===== src/hdl/lpf_pkg.sv =====
// package for the largest prime factor block: widths, microcode and shared types
package lpf_pkg;

  localparam int VALUE_BITS = 32;
  localparam int CNT_BITS   = $clog2(VALUE_BITS);
  localparam int PC_BITS    = 5;

  localparam logic [VALUE_BITS-1:0] FIRST_ODD = VALUE_BITS'(3);
  localparam logic [VALUE_BITS-1:0] D_STEP    = VALUE_BITS'(2);
  localparam logic [VALUE_BITS-1:0] TWO       = VALUE_BITS'(2);
  localparam logic [VALUE_BITS-1:0] ONE       = VALUE_BITS'(1);

  typedef enum logic [3:0] {
    OP_NOP,
    OP_HALVE,
    OP_SETD,
    OP_DIV,
    OP_TAKE,
    OP_SETNQ,
    OP_INCD,
    OP_BESTN,
    OP_DONE
  } op_e;

  typedef enum logic [2:0] {
    COND_NEVER,
    COND_ALWAYS,
    COND_N_LE1,
    COND_N_ODD,
    COND_DIV_BUSY,
    COND_D_GT_Q,
    COND_R_NZ
  } cond_e;

  typedef struct packed {
    op_e               op;
    cond_e             cond;
    logic [PC_BITS-1:0] target;
  } ucode_t;

  typedef struct packed {
    logic load;
    op_e  op;
  } ctrl_t;

  typedef struct packed {
    logic n_le1;
    logic n_odd;
    logic div_busy;
    logic d_gt_q;
    logic r_nz;
  } status_t;

  localparam logic [PC_BITS-1:0] PC_CAND   = PC_BITS'(4);
  localparam logic [PC_BITS-1:0] PC_ODD    = PC_BITS'(3);
  localparam logic [PC_BITS-1:0] PC_STRIP  = PC_BITS'(1);
  localparam logic [PC_BITS-1:0] PC_WAIT1  = PC_BITS'(6);
  localparam logic [PC_BITS-1:0] PC_INNER  = PC_BITS'(10);
  localparam logic [PC_BITS-1:0] PC_WAIT2  = PC_BITS'(11);
  localparam logic [PC_BITS-1:0] PC_NEXT   = PC_BITS'(14);
  localparam logic [PC_BITS-1:0] PC_FINAL  = PC_BITS'(15);
  localparam logic [PC_BITS-1:0] PC_DONE   = PC_BITS'(17);
  localparam logic [PC_BITS-1:0] PC_NONE   = PC_BITS'(0);

  function automatic ucode_t ucode_rom(input logic [PC_BITS-1:0] pc);
    ucode_t w;
    unique case (pc)
      5'd0:    w = '{OP_NOP,   COND_N_LE1,    PC_DONE};
      5'd1:    w = '{OP_NOP,   COND_N_ODD,    PC_ODD};
      5'd2:    w = '{OP_HALVE, COND_ALWAYS,   PC_STRIP};
      5'd3:    w = '{OP_SETD,  COND_NEVER,    PC_NONE};
      5'd4:    w = '{OP_NOP,   COND_N_LE1,    PC_FINAL};
      5'd5:    w = '{OP_DIV,   COND_NEVER,    PC_NONE};
      5'd6:    w = '{OP_NOP,   COND_DIV_BUSY, PC_WAIT1};
      5'd7:    w = '{OP_NOP,   COND_D_GT_Q,   PC_FINAL};
      5'd8:    w = '{OP_NOP,   COND_R_NZ,     PC_NEXT};
      5'd9:    w = '{OP_TAKE,  COND_NEVER,    PC_NONE};
      5'd10:   w = '{OP_DIV,   COND_NEVER,    PC_NONE};
      5'd11:   w = '{OP_NOP,   COND_DIV_BUSY, PC_WAIT2};
      5'd12:   w = '{OP_NOP,   COND_R_NZ,     PC_NEXT};
      5'd13:   w = '{OP_SETNQ, COND_ALWAYS,   PC_INNER};
      5'd14:   w = '{OP_INCD,  COND_ALWAYS,   PC_CAND};
      5'd15:   w = '{OP_NOP,   COND_N_LE1,    PC_DONE};
      5'd16:   w = '{OP_BESTN, COND_NEVER,    PC_NONE};
      5'd17:   w = '{OP_DONE,  COND_NEVER,    PC_NONE};
      default: w = '{OP_DONE,  COND_NEVER,    PC_NONE};
    endcase
    return w;
  endfunction

endpackage


===== src/hdl/lpf_div.sv =====
// restoring divider, one quotient bit per cycle
module lpf_div
  import lpf_pkg::*;
(
  input  logic                  clk_i,
  input  logic                  rst_ni,
  input  logic                  start_i,
  input  logic [VALUE_BITS-1:0] dividend_i,
  input  logic [VALUE_BITS-1:0] divisor_i,
  output logic                  busy_o,
  output logic [VALUE_BITS-1:0] quo_o,
  output logic [VALUE_BITS-1:0] rem_o
);

  logic                  busy_q, busy_d;
  logic [CNT_BITS-1:0]   cnt_q, cnt_d;
  logic [VALUE_BITS-1:0] rem_q, rem_d;
  logic [VALUE_BITS-1:0] quo_q, quo_d;
  logic [VALUE_BITS-1:0] dvs_q, dvs_d;
  logic [VALUE_BITS:0]   shifted;
  logic [VALUE_BITS:0]   diff;

  assign shifted = {rem_q, quo_q[VALUE_BITS-1]};
  assign diff    = shifted - {1'b0, dvs_q};

  always_comb begin
    busy_d = busy_q;
    cnt_d  = cnt_q;
    rem_d  = rem_q;
    quo_d  = quo_q;
    dvs_d  = dvs_q;
    if (start_i) begin
      busy_d = 1'b1;
      cnt_d  = CNT_BITS'(VALUE_BITS - 1);
      rem_d  = '0;
      quo_d  = dividend_i;
      dvs_d  = divisor_i;
    end else if (busy_q) begin
      if (!diff[VALUE_BITS]) begin
        rem_d = diff[VALUE_BITS-1:0];
        quo_d = {quo_q[VALUE_BITS-2:0], 1'b1};
      end else begin
        rem_d = shifted[VALUE_BITS-1:0];
        quo_d = {quo_q[VALUE_BITS-2:0], 1'b0};
      end
      cnt_d = cnt_q - CNT_BITS'(1);
      if (cnt_q == '0) begin
        busy_d = 1'b0;
      end
    end
  end

  always_ff @(posedge clk_i or negedge rst_ni) begin
    if (!rst_ni) begin
      busy_q <= 1'b0;
      cnt_q  <= '0;
    end else begin
      busy_q <= busy_d;
      cnt_q  <= cnt_d;
    end
  end

  always_ff @(posedge clk_i) begin
    rem_q <= rem_d;
    quo_q <= quo_d;
    dvs_q <= dvs_d;
  end

  assign busy_o = busy_q;
  assign quo_o  = quo_q;
  assign rem_o  = rem_q;

endmodule


===== src/hdl/lpf_dp.sv =====
// datapath: cofactor, candidate, best factor and result registers
module lpf_dp
  import lpf_pkg::*;
(
  input  logic                  clk_i,
  input  logic                  rst_ni,
  input  ctrl_t                 ctrl_i,
  input  logic [VALUE_BITS-1:0] value_i,
  output status_t               status_o,
  output logic                  valid_o,
  output logic [VALUE_BITS-1:0] largest_factor_o
);

  logic [VALUE_BITS-1:0] n_q, n_d;
  logic [VALUE_BITS-1:0] d_q, d_d;
  logic [VALUE_BITS-1:0] best_q, best_d;
  logic [VALUE_BITS-1:0] res_q, res_d;
  logic                  valid_q, valid_d;
  logic                  div_busy;
  logic [VALUE_BITS-1:0] quo;
  logic [VALUE_BITS-1:0] rem;

  lpf_div u_div (
    .clk_i      (clk_i),
    .rst_ni     (rst_ni),
    .start_i    (ctrl_i.op == OP_DIV),
    .dividend_i (n_q),
    .divisor_i  (d_q),
    .busy_o     (div_busy),
    .quo_o      (quo),
    .rem_o      (rem)
  );

  always_comb begin
    n_d     = n_q;
    d_d     = d_q;
    best_d  = best_q;
    res_d   = res_q;
    valid_d = 1'b0;
    if (ctrl_i.load) begin
      n_d    = value_i;
      best_d = ONE;
    end else begin
      unique case (ctrl_i.op)
        OP_HALVE: begin
          n_d    = n_q >> 1;
          best_d = TWO;
        end
        OP_SETD:  d_d = FIRST_ODD;
        OP_TAKE: begin
          best_d = d_q;
          n_d    = quo;
        end
        OP_SETNQ: n_d = quo;
        OP_INCD:  d_d = d_q + D_STEP;
        OP_BESTN: best_d = n_q;
        OP_DONE: begin
          res_d   = best_q;
          valid_d = 1'b1;
        end
        OP_NOP, OP_DIV: ;
        default: ;
      endcase
    end
  end

  always_ff @(posedge clk_i or negedge rst_ni) begin
    if (!rst_ni) begin
      valid_q <= 1'b0;
    end else begin
      valid_q <= valid_d;
    end
  end

  always_ff @(posedge clk_i) begin
    n_q    <= n_d;
    d_q    <= d_d;
    best_q <= best_d;
    res_q  <= res_d;
  end

  assign status_o.n_le1    = (n_q < TWO);
  assign status_o.n_odd    = n_q[0];
  assign status_o.div_busy = div_busy;
  assign status_o.d_gt_q   = (d_q > quo);
  assign status_o.r_nz     = (rem != '0);

  assign valid_o          = valid_q;
  assign largest_factor_o = res_q;

endmodule


===== src/hdl/lpf_seq.sv =====
// microcode sequencer: step counter, control rom and conditional jumps
module lpf_seq
  import lpf_pkg::*;
(
  input  logic    clk_i,
  input  logic    rst_ni,
  input  logic    start_i,
  input  status_t status_i,
  output ctrl_t   ctrl_o,
  output logic    busy_o
);

  logic               busy_q, busy_d;
  logic [PC_BITS-1:0] pc_q, pc_d;
  ucode_t             word;
  logic               jump;

  assign word = ucode_rom(pc_q);

  always_comb begin
    unique case (word.cond)
      COND_NEVER:    jump = 1'b0;
      COND_ALWAYS:   jump = 1'b1;
      COND_N_LE1:    jump = status_i.n_le1;
      COND_N_ODD:    jump = status_i.n_odd;
      COND_DIV_BUSY: jump = status_i.div_busy;
      COND_D_GT_Q:   jump = status_i.d_gt_q;
      COND_R_NZ:     jump = status_i.r_nz;
      default:       jump = 1'b0;
    endcase
  end

  always_comb begin
    busy_d      = busy_q;
    pc_d        = pc_q;
    ctrl_o.load = 1'b0;
    ctrl_o.op   = OP_NOP;
    if (!busy_q) begin
      if (start_i) begin
        busy_d      = 1'b1;
        pc_d        = '0;
        ctrl_o.load = 1'b1;
      end
    end else begin
      ctrl_o.op = word.op;
      pc_d      = jump ? word.target : pc_q + PC_BITS'(1);
      if (word.op == OP_DONE) begin
        busy_d = 1'b0;
      end
    end
  end

  always_ff @(posedge clk_i or negedge rst_ni) begin
    if (!rst_ni) begin
      busy_q <= 1'b0;
      pc_q   <= '0;
    end else begin
      busy_q <= busy_d;
      pc_q   <= pc_d;
    end
  end

  assign busy_o = busy_q;

endmodule


===== src/hdl/largest_prime_factor_top.sv =====
// Largest prime factor by trial division. A request is taken when start is high and busy
// is low; the answer appears on largest_factor_o for one cycle with valid_o high, and the
// receiver cannot stall it. Values below 2 answer 1. Otherwise the factors of two are stripped
// first, and then every odd candidate d is tried while d*d stays within the remaining
// cofactor, each with a division by the bit-serial divider behind the microcode loop; a
// repeated factor costs an extra division for each repeat. busy goes high after the request
// is taken and falls when the result is shown.
module largest_prime_factor_top
  import lpf_pkg::*;
(
  input  logic                  clk_i,
  input  logic                  rst_ni,
  input  logic                  start,
  input  logic [VALUE_BITS-1:0] value_i,
  output logic                  busy,
  output logic                  valid_o,
  output logic [VALUE_BITS-1:0] largest_factor_o
);

  ctrl_t   ctrl;
  status_t status;

  lpf_seq u_seq (
    .clk_i    (clk_i),
    .rst_ni   (rst_ni),
    .start_i  (start),
    .status_i (status),
    .ctrl_o   (ctrl),
    .busy_o   (busy)
  );

  lpf_dp u_dp (
    .clk_i            (clk_i),
    .rst_ni           (rst_ni),
    .ctrl_i           (ctrl),
    .value_i          (value_i),
    .status_o         (status),
    .valid_o          (valid_o),
    .largest_factor_o (largest_factor_o)
  );

endmodule

===== config.mk =====
export PLATFORM = sky130hd
export DESIGN_NAME = largest_prime_factor_top
export DESIGN_NICKNAME = d
export VERILOG_FILES = /design/src/hdl/lpf_pkg.sv /design/src/hdl/lpf_div.sv /design/src/hdl/lpf_dp.sv /design/src/hdl/lpf_seq.sv /design/src/hdl/largest_prime_factor_top.sv
export SDC_FILE = /design/constraint.sdc
export NUM_CORES = 1
export LEC_CHECK = 0
export ABC_AREA = 1
export CAP_MARGIN = 20
export CORE_ASPECT_RATIO = 0.9
export CORE_MARGIN = 2
export CORE_UTILIZATION = 45
export CTS_CLUSTER_DIAMETER = 200
export DETAILED_ROUTE_END_ITERATION = 10
export DONT_BUFFER_PORTS = 1
export GPL_TIMING_DRIVEN = 1
export PLACE_DENSITY = 0.59
export REMOVE_ABC_BUFFERS = 1
export SYNTH_ARGS = -nofsm -noshare
export SYNTH_HDL_FRONTEND = slang
export SYNTH_HIERARCHICAL = 1
export SYNTH_SLANG_ARGS = --single-unit

===== constraint.sdc =====
create_clock -name clk_i -period 7.01 [get_ports clk_i]
set_input_delay 0.3505 -clock clk_i [delete_from_list [all_inputs] [get_ports clk_i]]
set_output_delay 0.3505 -clock clk_i [all_outputs]
set_load 0.005 [all_outputs]

After elaboration in Yosys (flattened, before gate mapping)
Memories as Yosys holds them, arrays and structs flattened.
Cells that the tools add are included.
W data, S select, Z words.

word-level totals
  flip-flop bits (word level) = 237
  bits in latches = 0
  bits in writable memories = 0
  ROM bits = 384
  input bits = 35
  output and inout bits = 34
  logic and storage cells = 69
  memories kept = 1

memories
  memory           depth  bits a word  read ports  clocked after memory_dff  write ports  RTL line       RTL
  (no name shown)  32     12           1           0                         0            lpf_pkg.sv:67  unique case (pc)

cells by class
  add/subtract/negate cells = 4
  multiply operators = 0
  divide/modulo/power cells = 0
  $lt $le $gt $ge = 2
  eq/ne operators = 15
  shifts and indexed selects = 0
  multiplexer cells = 24
  bitwise operators = 1
  reductions and logical operators = 10

operator list
  kind                     number
  $mux W32                 4
  $pmux W32 S2             2
  $pmux W32 S3             1
  $sub A33 B32 Y33         1
  $add A32 B2 Y32 const B  1
  $gt A32 B32 Y1           1
  $lt A32 B2 Y1 const B    1
  $reduce_bool A32 Y1      1
  $mux W5                  5
  $eq A4 B3 Y1 const B     4
  $mux W1                  10
  $eq A3 B3 Y1 const B     3
  $eq A4 B2 Y1 const B     2
  $eq A4 B4 Y1 const B     2
  $eq A3 B2 Y1 const B     2
  $pmux W1 S6              1
  $reduce_bool A2 Y1       3
  $reduce_bool A3 Y1       2
  $add A5 B1 Y5 const B    1
  $logic_not A5 Y1         1
  $sub A5 B1 Y5 const B    1
  $eq A4 B1 Y1 const B     1
  $mux W4                  1
  $reduce_and A2 Y1        2
  3 further kinds          3

Depth between registers and ports, before layout
Gate-level depths: netlist of the first run.
An unclocked memory read counts as a cell.

  depth in word-level cells = 6
  mapped depth = 18
  gate-level depth less buffers = 18

Hierarchy
The synthesis of the first run kept the hierarchy.

modules (own cells, without submodules)
  module   times used  cells each  area an instance (um^2)  seq. area each (um^2)
  lpf_dp   1           835         7035.5                   3518.4
  lpf_div  1           1023        6792.8                   2712.6
  lpf_seq  1           125         790.8                    150.1

Least setup slack after synthesis of the first run
Ideal clock, no wire load.

  path kind = register -> register
  start = register u_seq.pc_q[0]
  end = register u_dp.u_div.quo_q[0] (netlist: u_dp/u_div/quo_o[0]) (enable)
  setup time = 0.387 ns
  arrival = 5.366 ns
  data required time = 6.623 ns
  path slack = 1.257 ns
  stages on the path, launching flop included = 13
  path buffers = 1
  period minus slack after synthesis = 5.753 ns
  path through = dfrtp_1 -> inv_1 -> ha_1 -> inv_1 -> nor3_1 -> or2_2 -> nand2_1 -> nor2_1 -> nand2_1 -> nor3_1 -> nor2_1 -> clkbuf_1 -> inv_1

RTL lines
  item                      RTL line       RTL
  start: declaration        lpf_seq.sv:14  logic [PC_BITS-1:0] pc_q, pc_d;
  start signal: assignment  lpf_seq.sv:59  pc_q <= pc_d;
  end signal: assignment    lpf_div.sv:65  quo_q <= quo_d;
  end: declaration          lpf_div.sv:18  logic [VALUE_BITS-1:0] quo_q, quo_d;

==> metrics, run 1 <==
unrepaired setup endpoints after global routing=no; initial antenna violation count=1; mean instance size in the synthesized netlist=7.37 µm²; number of global-route vias before repair=11.7k; die span in x=194 µm; adder and majority cell fraction of the synthesized area=0.0630; main combinational cell family by area after synthesis=simple AND/OR/NAND/NOR gates; post-CTS setup buffers=0; area growth from synthesis to layout=9.08%; post-layout power=7.04 mW; pin count of the biggest net entering global routing=66; worst clock skew=29.7 ps; worst slew slack as a fraction of its limit=0.367; Period minus WS final=4010 ps; remaining antenna violation count after routing=0; count of nets after finishing=2077; Num Clock Sinks=236; post-synthesis cell type with the largest combined area=edfxtp_1; final routed wire length divided by cell count=17.2 µm; via count=12.7k; max-slew violations=0; required time worst endpoint=7210 ps; proportion of synthesized flip-flops having asynchronous set or reset=0.0551; clock latency at the later pin of the worst-skew pair=550 ps; compound-gate portion of the synthesized area=0.0723; DRC=0; Post-Synthesis Cells=1983; count of endpoints failing setup in the final report=0; 1st-pass router iterations=5; final wirelength=41500 µm; fin util=0.499; transition time of the tightest slew-check pin=947 ps; Primary FF master, synth=edfxtp_1; number of cell rows=62; worst hold path class=in2reg; overall fraction of global-route tracks in use=0.240; leading post-synthesis cells by cell area=edfxtp_1, nand2_1, dfxtp_1; capturing element type of the critical path=flip-flop; xor/xnor share of the synthesized area=0.0102; kind of start point of the critical path=flip-flop; TritonCTS clock tree=done; share of the synthesized area in the top cell type=0.327; root buffer selected by CTS=clkbuf_16; register clock-pin slew on the reported worst setup and hold paths=60 ps; post-synthesis mux area share=0; maximum clock path buffer count=3; overall die area=33900 µm²; leftover overflow at the end of global routing=0; vertical die dimension=175 µm; Placed Instances=2354; Setup Crit Path Kind=reg2reg; proportion of layout cells with a drive suffix above 1=0.0588; post-synthesis instance area=14600 µm²; count of different cell masters after synthesis=44; sequential fraction of the synthesis area=0.436; endpoint arrival time on the critical path=4210 ps; area share of and/or/nand/nor cells after synthesis=0.315; fmax=249 MHz; Max-cap violations=0; run status=completed; Via-to-Cell Ratio=5.26; crit path max fanout=35; htree depth=1; Num CTS Buffers=26; number of standard cells in the final layout excluding fillers=2406; last weighted congestion value of the routability-driven placer=0.900; leakage power summed over all cells=7.52 nW; Core Footprint=32000 µm²; port buffer count=0; Syn. warnings=6; Pwr per Cell Area=442 nW/µm²; Starting Density=0.457; number of violations reported at the end of detailed-routing iteration 0=1116; FF+latch count, synth=236; hpwl dp=30900 µm; first-pass GRT wire length=65000 µm; top-level port count=69; layout filler cell count=3145; peak supply drop=0.000208 V; EDFF count, synth=159; final number of hold-violating endpoints=0; portion of the clock cycle consumed by the worst path in the final layout=0.572
-- worst paths after layout --
path	cells past startpoint	from	endpoint	slack, ps
max	13	u_seq/pc_q[0]	u_dp/n_q[27]	3000
min	3	start	u_seq/pc_q[2]	60
max reg2reg	13	u_seq/pc_q[0]	u_dp/n_q[27]	3000
min reg2reg	0	u_dp/best_q[19]	u_dp/largest_factor_o[19]	430
max in group asynchronous	1	rst_ni	u_seq/pc_q[4]	6280
min in group asynchronous	1	rst_ni	u_seq/pc_q[1]	300
-- Yosys cell counts, types with 2 or more instances --
cell,count
and3_1,2
xnor2_1,13
nor2_1,163
or2_2,3
o21bai_1,2
nor2_4,5
buf_1,10
dfrtp_1,13
a31oi_1,32
xor2_1,4
nand3_2,5
nor3_2,2
a31oi_2,2
edfxtp_1,159
nor3_1,30
nand3b_1,2
nand2_2,12
buf_6,8
buf_2,7
ha_1,72
dfxtp_1,64
nand2_4,2
nor2_2,7
and2_1,5
inv_2,11
nand3_1,126
nand4_1,22
inv_1,305
a21o_1,3
nor3_4,2
buf_4,10
nor4_1,16
clkbuf_1,20
a21oi_1,95
o21ai_0,41
nand2_1,681
o21ai_1,20
-- power breakdown --
group          internal [mW]  total, mW  switching (mW)
registers               2.24       2.79           0.558
clock network          0.903       1.48           0.580
logic                  0.863       2.77            1.90
total                   4.00       7.04            3.04
-- placed cells by master (no fill, tap or decap), types with 26 or more instances in the layout --
| master | Yosys | routed |
|---|---|---|
| clkbuf_16 | 0 | 26 |
| a31oi_1 | 32 | 32 |
| ha_1 | 72 | 72 |
| nor3_1 | 30 | 29 |
| edfxtp_1 | 159 | 159 |
| a21oi_1 | 95 | 95 |
| inv_1 | 305 | 304 |
| nand3_1 | 126 | 126 |
| nand2_1 | 681 | 681 |
| nor2_1 | 163 | 159 |
| dfxtp_1 | 64 | 64 |
| o21ai_0 | 41 | 41 |
-- logic make-up (layout without fill, tap and decap cells) --
kind of cell / after synthesis / count (layout)
other: 1 / 2
AOI/OAI and AO/OA: 197 / 197
buffers and inverters: 371 / 377
DFF: 236 / 236
xor gates and xnor gates: 17 / 17
adders and majority gates: 73 / 73
and+or+nand+nor: 1088 / 1088
-- metal layers --
metal	wire, µm	vias up	share of wire	GRT usage
met5	0	-	0	0
met4	630	0	0.015	0.0448
met3	2720	46	0.066	0.0400
met2	18500	411	0.45	0.380
met1	19600	5861	0.47	0.350
li1	-	6341	-	-
-- what timing repair did --
| action | CTS | global route |
|---|---|---|
| endpoints found under the hold margin | 13 | 0 |
| hold buffers | 1 | 0 |
| gates resized for setup | 0 | 0 |
-- area by class of cell --
cell class | count | area [µm²] | share of cell area
Multi-Input combinational cell | 1376 | 6770 | 0.425
Sequential cell | 236 | 6380 | 0.400
Inverter | 316 | 1190 | 0.0744
Clock buffer | 31 | 699 | 0.0439
Tap cell | 416 | 520 | 0.0326
Clock inverter | 17 | 246 | 0.0155
Timing Repair Buffer | 13 | 140 | 0.00879
Antenna cell | 1 | 2.50 | 0.000157
-- through the flow --
step | worst slack (ps) | area [µm²] | setup TNS, ps | hold slack, ps
after floorplan | -2080 | 14300 | -131020 | 54.9
after detailed placement | 3080 | 14900 | 0 | 55.4
final | 3000 | 15900 | 0 | 56.7
after global placement | 3230 | 14900 | 0 | 55.4
after global routing | 2690 | 15900 | 0 | 56.1
after CTS | 3050 | 15900 | 0 | 31.4
-- worst max-delay path, stage by stage, from the launching register on --
cell and delay [ps]:
dfrtp_1 440, inv_1 140, ha_1 160, inv_1 60
nor3_1 210, or2_2 180, nand2_1 90, nor2_1 200
inv_1 130, nor2_4 650, nand2_1 110, buf_4 290
nand3_1 590, buf_4 400
-- sequential cells by signal, summed over array words and instances (netlist names) --
name,flops
u_dp/best_q,32
u_dp/u_div/busy_o,1
u_dp/u_div/dvs_q,32
u_dp/d_q,31
u_dp/n_q,32
u_seq/pc_q,5
u_seq/busy_o,1
u_dp/valid_o,1
u_dp/u_div/quo_o,32
u_dp/u_div/rem_o,32
u_dp/largest_factor_o,32
u_dp/u_div/cnt_q,5
Power figures use the tool's default switching activity.
==> inputs of run 2 (changes only) <==
Settings changed: PLACE_DENSITY 0.59 to 0.61.
Clock period 7.01 ns to 3.5 ns, I/O delays scaled along.
==> metrics, run 2 (synthesized netlist as in run 1, its figures left out) <==
run status=completed; summed area of non-filler cells in the final layout=16400 µm² (+2.7%); leakage power summed over all cells=7.73 nW (+2.8%); DRC=0 (unchanged); Num CTS Buffers=28 (+7.7%); count of endpoints failing setup in the final report=0 (unchanged); most repeated library cell on the critical path=nand2_1; initial antenna violation count=0 (-1); vertical die dimension=175 µm (unchanged); Gates resized, CTS repair=0 (unchanged); via count=13.0k (+2.6%); final number of hold-violating endpoints=0 (unchanged); most frequent cells in the layout=nand2_1, inv_1, nor2_1, edfxtp_1, nand3_1; overall fraction of global-route tracks in use=0.244 (+0.00389); required time worst endpoint=3930 ps (-3280 ps); Final Worst Setup Slack=348 ps (-2650 ps); count of nets after finishing=2126 (+2.4%); top-level port count=69 (unchanged); area growth from synthesis to layout=12.0%; antenna diode count=0 (-1); first-pass GRT wire length=66300 µm (+1.9%); register clock-pin slew on the reported worst setup and hold paths=60 ps (about the same); peak supply drop=0.000525 V (+150%); Max-cap violations=0 (unchanged); last weighted congestion value of the routability-driven placer=0.954 (+6.0%); final wirelength=41700 µm (+0.69%); clock latency at the later pin of the worst-skew pair=590 ps (+40 ps); worst hold path class=in2async; endpoint arrival time on the critical path=3590 ps (-620 ps); most common cell after layout, fill and taps aside=nand2_1; Starting Density=0.457 (unchanged); max-slew violations=0 (unchanged); internal power summed over all cells=8.09 mW (+100%); proportion of layout cells with a drive suffix above 1=0.0618 (+0.00294); transition time of the tightest slew-check pin=705 ps (-242 ps); htree depth=1 (unchanged); cells traversed along the worst timing path=inv_1 -> ha_1 -> inv_1 -> nor3_1 -> or2_2 -> nand2_1 -> nor2_1 -> nor2_1 -> nand2_2 -> buf_4 -> inv_2 -> nand2_1 -> nand2_1 -> a21oi_1 -> nor3_1; unrepaired setup endpoints after global routing=no; Core Footprint=32000 µm² (unchanged); capturing element type of the critical path=flip-flop; Placement Setup Slack=358 ps (-2720 ps); Via-to-Cell Ratio=5.29 (+0.53%); Period minus WS final=3150 ps (-858 ps); share of total power in combinational logic=0.402 (+0.009); die span in x=194 µm (unchanged); leftover overflow at the end of global routing=0 (unchanged); pin count of the biggest net entering global routing=65 (-1.5%); post-layout power=14.2 mW (+100%); fmax=317 MHz (+27%); net switching power=6.16 mW (+100%); Num Clock Sinks=236 (unchanged); final routed wire length divided by cell count=17.0 µm (-1.4%); post-CTS setup buffers=0 (unchanged); remaining antenna violation count after routing=0 (unchanged); port buffer count=0 (unchanged); portion of the clock cycle consumed by the worst path in the final layout=0.901 (+0.329); hpwl dp=31100 µm (+0.53%); TritonCTS clock tree=done; fraction of power spent switching nets=0.432 (+0.000603); dpl cell area=15100 µm² (+0.92%); portion of total power attributed to sequential cells=0.389 (-0.008); delay of the slowest critical-path stage=460 ps (-190 ps); share of power burned in the clock network=0.210 (about the same); maximum clock path buffer count=3 (unchanged); number of global-route vias before repair=12.3k (+4.9%); library cell contributing the largest single delay on the critical path=nor2_1; number of cell rows=62 (unchanged); kind of start point of the critical path=flip-flop; Setup Crit Path Kind=reg2reg; root buffer selected by CTS=clkbuf_16; Pwr per Cell Area=870 nW/µm² (+97%); crit path max fanout=29 (-17%); number of violations reported at the end of detailed-routing iteration 0=1185 (+6.2%); worst clock skew=34.5 ps (+4.76 ps); worst slew slack as a fraction of its limit=0.530 (+0.163); overall die area=33900 µm² (unchanged); 1st-pass router iterations=7 (+2); worst hold margin=91.8 ps (+35.1 ps)
[run 2: cell types whose count changed in the layout (fill, tap and decap cells not counted), moves of 3 or more]
cell and delta:
buf_4 +13, dlygate4sd3_1 +33, clkbuf_1 +6, clkbuf_8 -3
clkinv_1 +3
[run 2: worst paths after layout]
| kind | slack [ps] | depth (start not counted) | endpoint | from |
|---|---|---|---|---|
| max | 350 | 15 | u_dp/best_q[1] | u_seq/pc_q[0] |
| min | 90 | 1 | u_dp/u_div/cnt_q[4] | rst_ni |
| max reg2reg | 350 | 15 | u_dp/best_q[1] | u_seq/pc_q[0] |
| min reg2reg | 420 | 0 | u_dp/largest_factor_o[6] | u_dp/best_q[6] |
| max in group asynchronous | 2970 | 1 | u_dp/u_div/busy_o | rst_ni |
| min in group clk_i | 370 | 3 | u_dp/n_q[31] | value_i[31] |
[run 2: what timing repair did]
action,CTS,global route
endpoints found under the setup margin,0,0
hold buffers,34,0
endpoints found under the hold margin,51,0
[run 2: final cells by class]
type,instances,area (µm²)
clock buffers,36,731
repair buffers,60,581
flip-flops and latches,236,6380
multi-input cells,1376,6770
clock inverters,16,203
well taps,416,520
fillers,3158,15600
inverters,316,1190
[run 2: per-layer routing]
| metal | vias to the layer above | routed length [µm] | GRT usage |
|---|---|---|---|
| li1 | 6450 | - | - |
| met1 | 6035 | 19400 | 0.344 |
| met2 | 426 | 18600 | 0.389 |
| met3 | 79 | 2580 | 0.0351 |
| met4 | 0 | 1220 | 0.0761 |
| met5 | - | 0 | 0 |
[run 2: power groups by stage]
stage	Clock, mW	Sequential, mW	Combinational (mW)
6_report	2.99	5.54	5.73
5_1_grt	3.13	5.66	6.50
4_1_cts	3.04	5.52	5.69
3_5_place_dp	0	5.56	5.62
3_3_place_gp	0	5.56	5.51
2_1_floorplan	0	5.16	4.03
[run 2: worst max-delay path, delay by kind of cell, from the launching register on]
family | cells | cell delay, ps
flip-flops | 1 | 440
AO/OA/AOI/OAI | 1 | 340
adder cells (fa/ha/maj) | 1 | 160
AND/OR/NAND/NOR | 9 | 1400
buffers and inverters | 4 | 680
[run 2: per-stage QoR]
step                      TNS, ps  utilization  instances
after CTS                       0        0.511       2455
after detailed placement        0        0.472       2369
after floorplan           -643530            -       1928
after global placement          0        0.472       2369
final                           0        0.512       2456
after global routing            0        0.512       2456
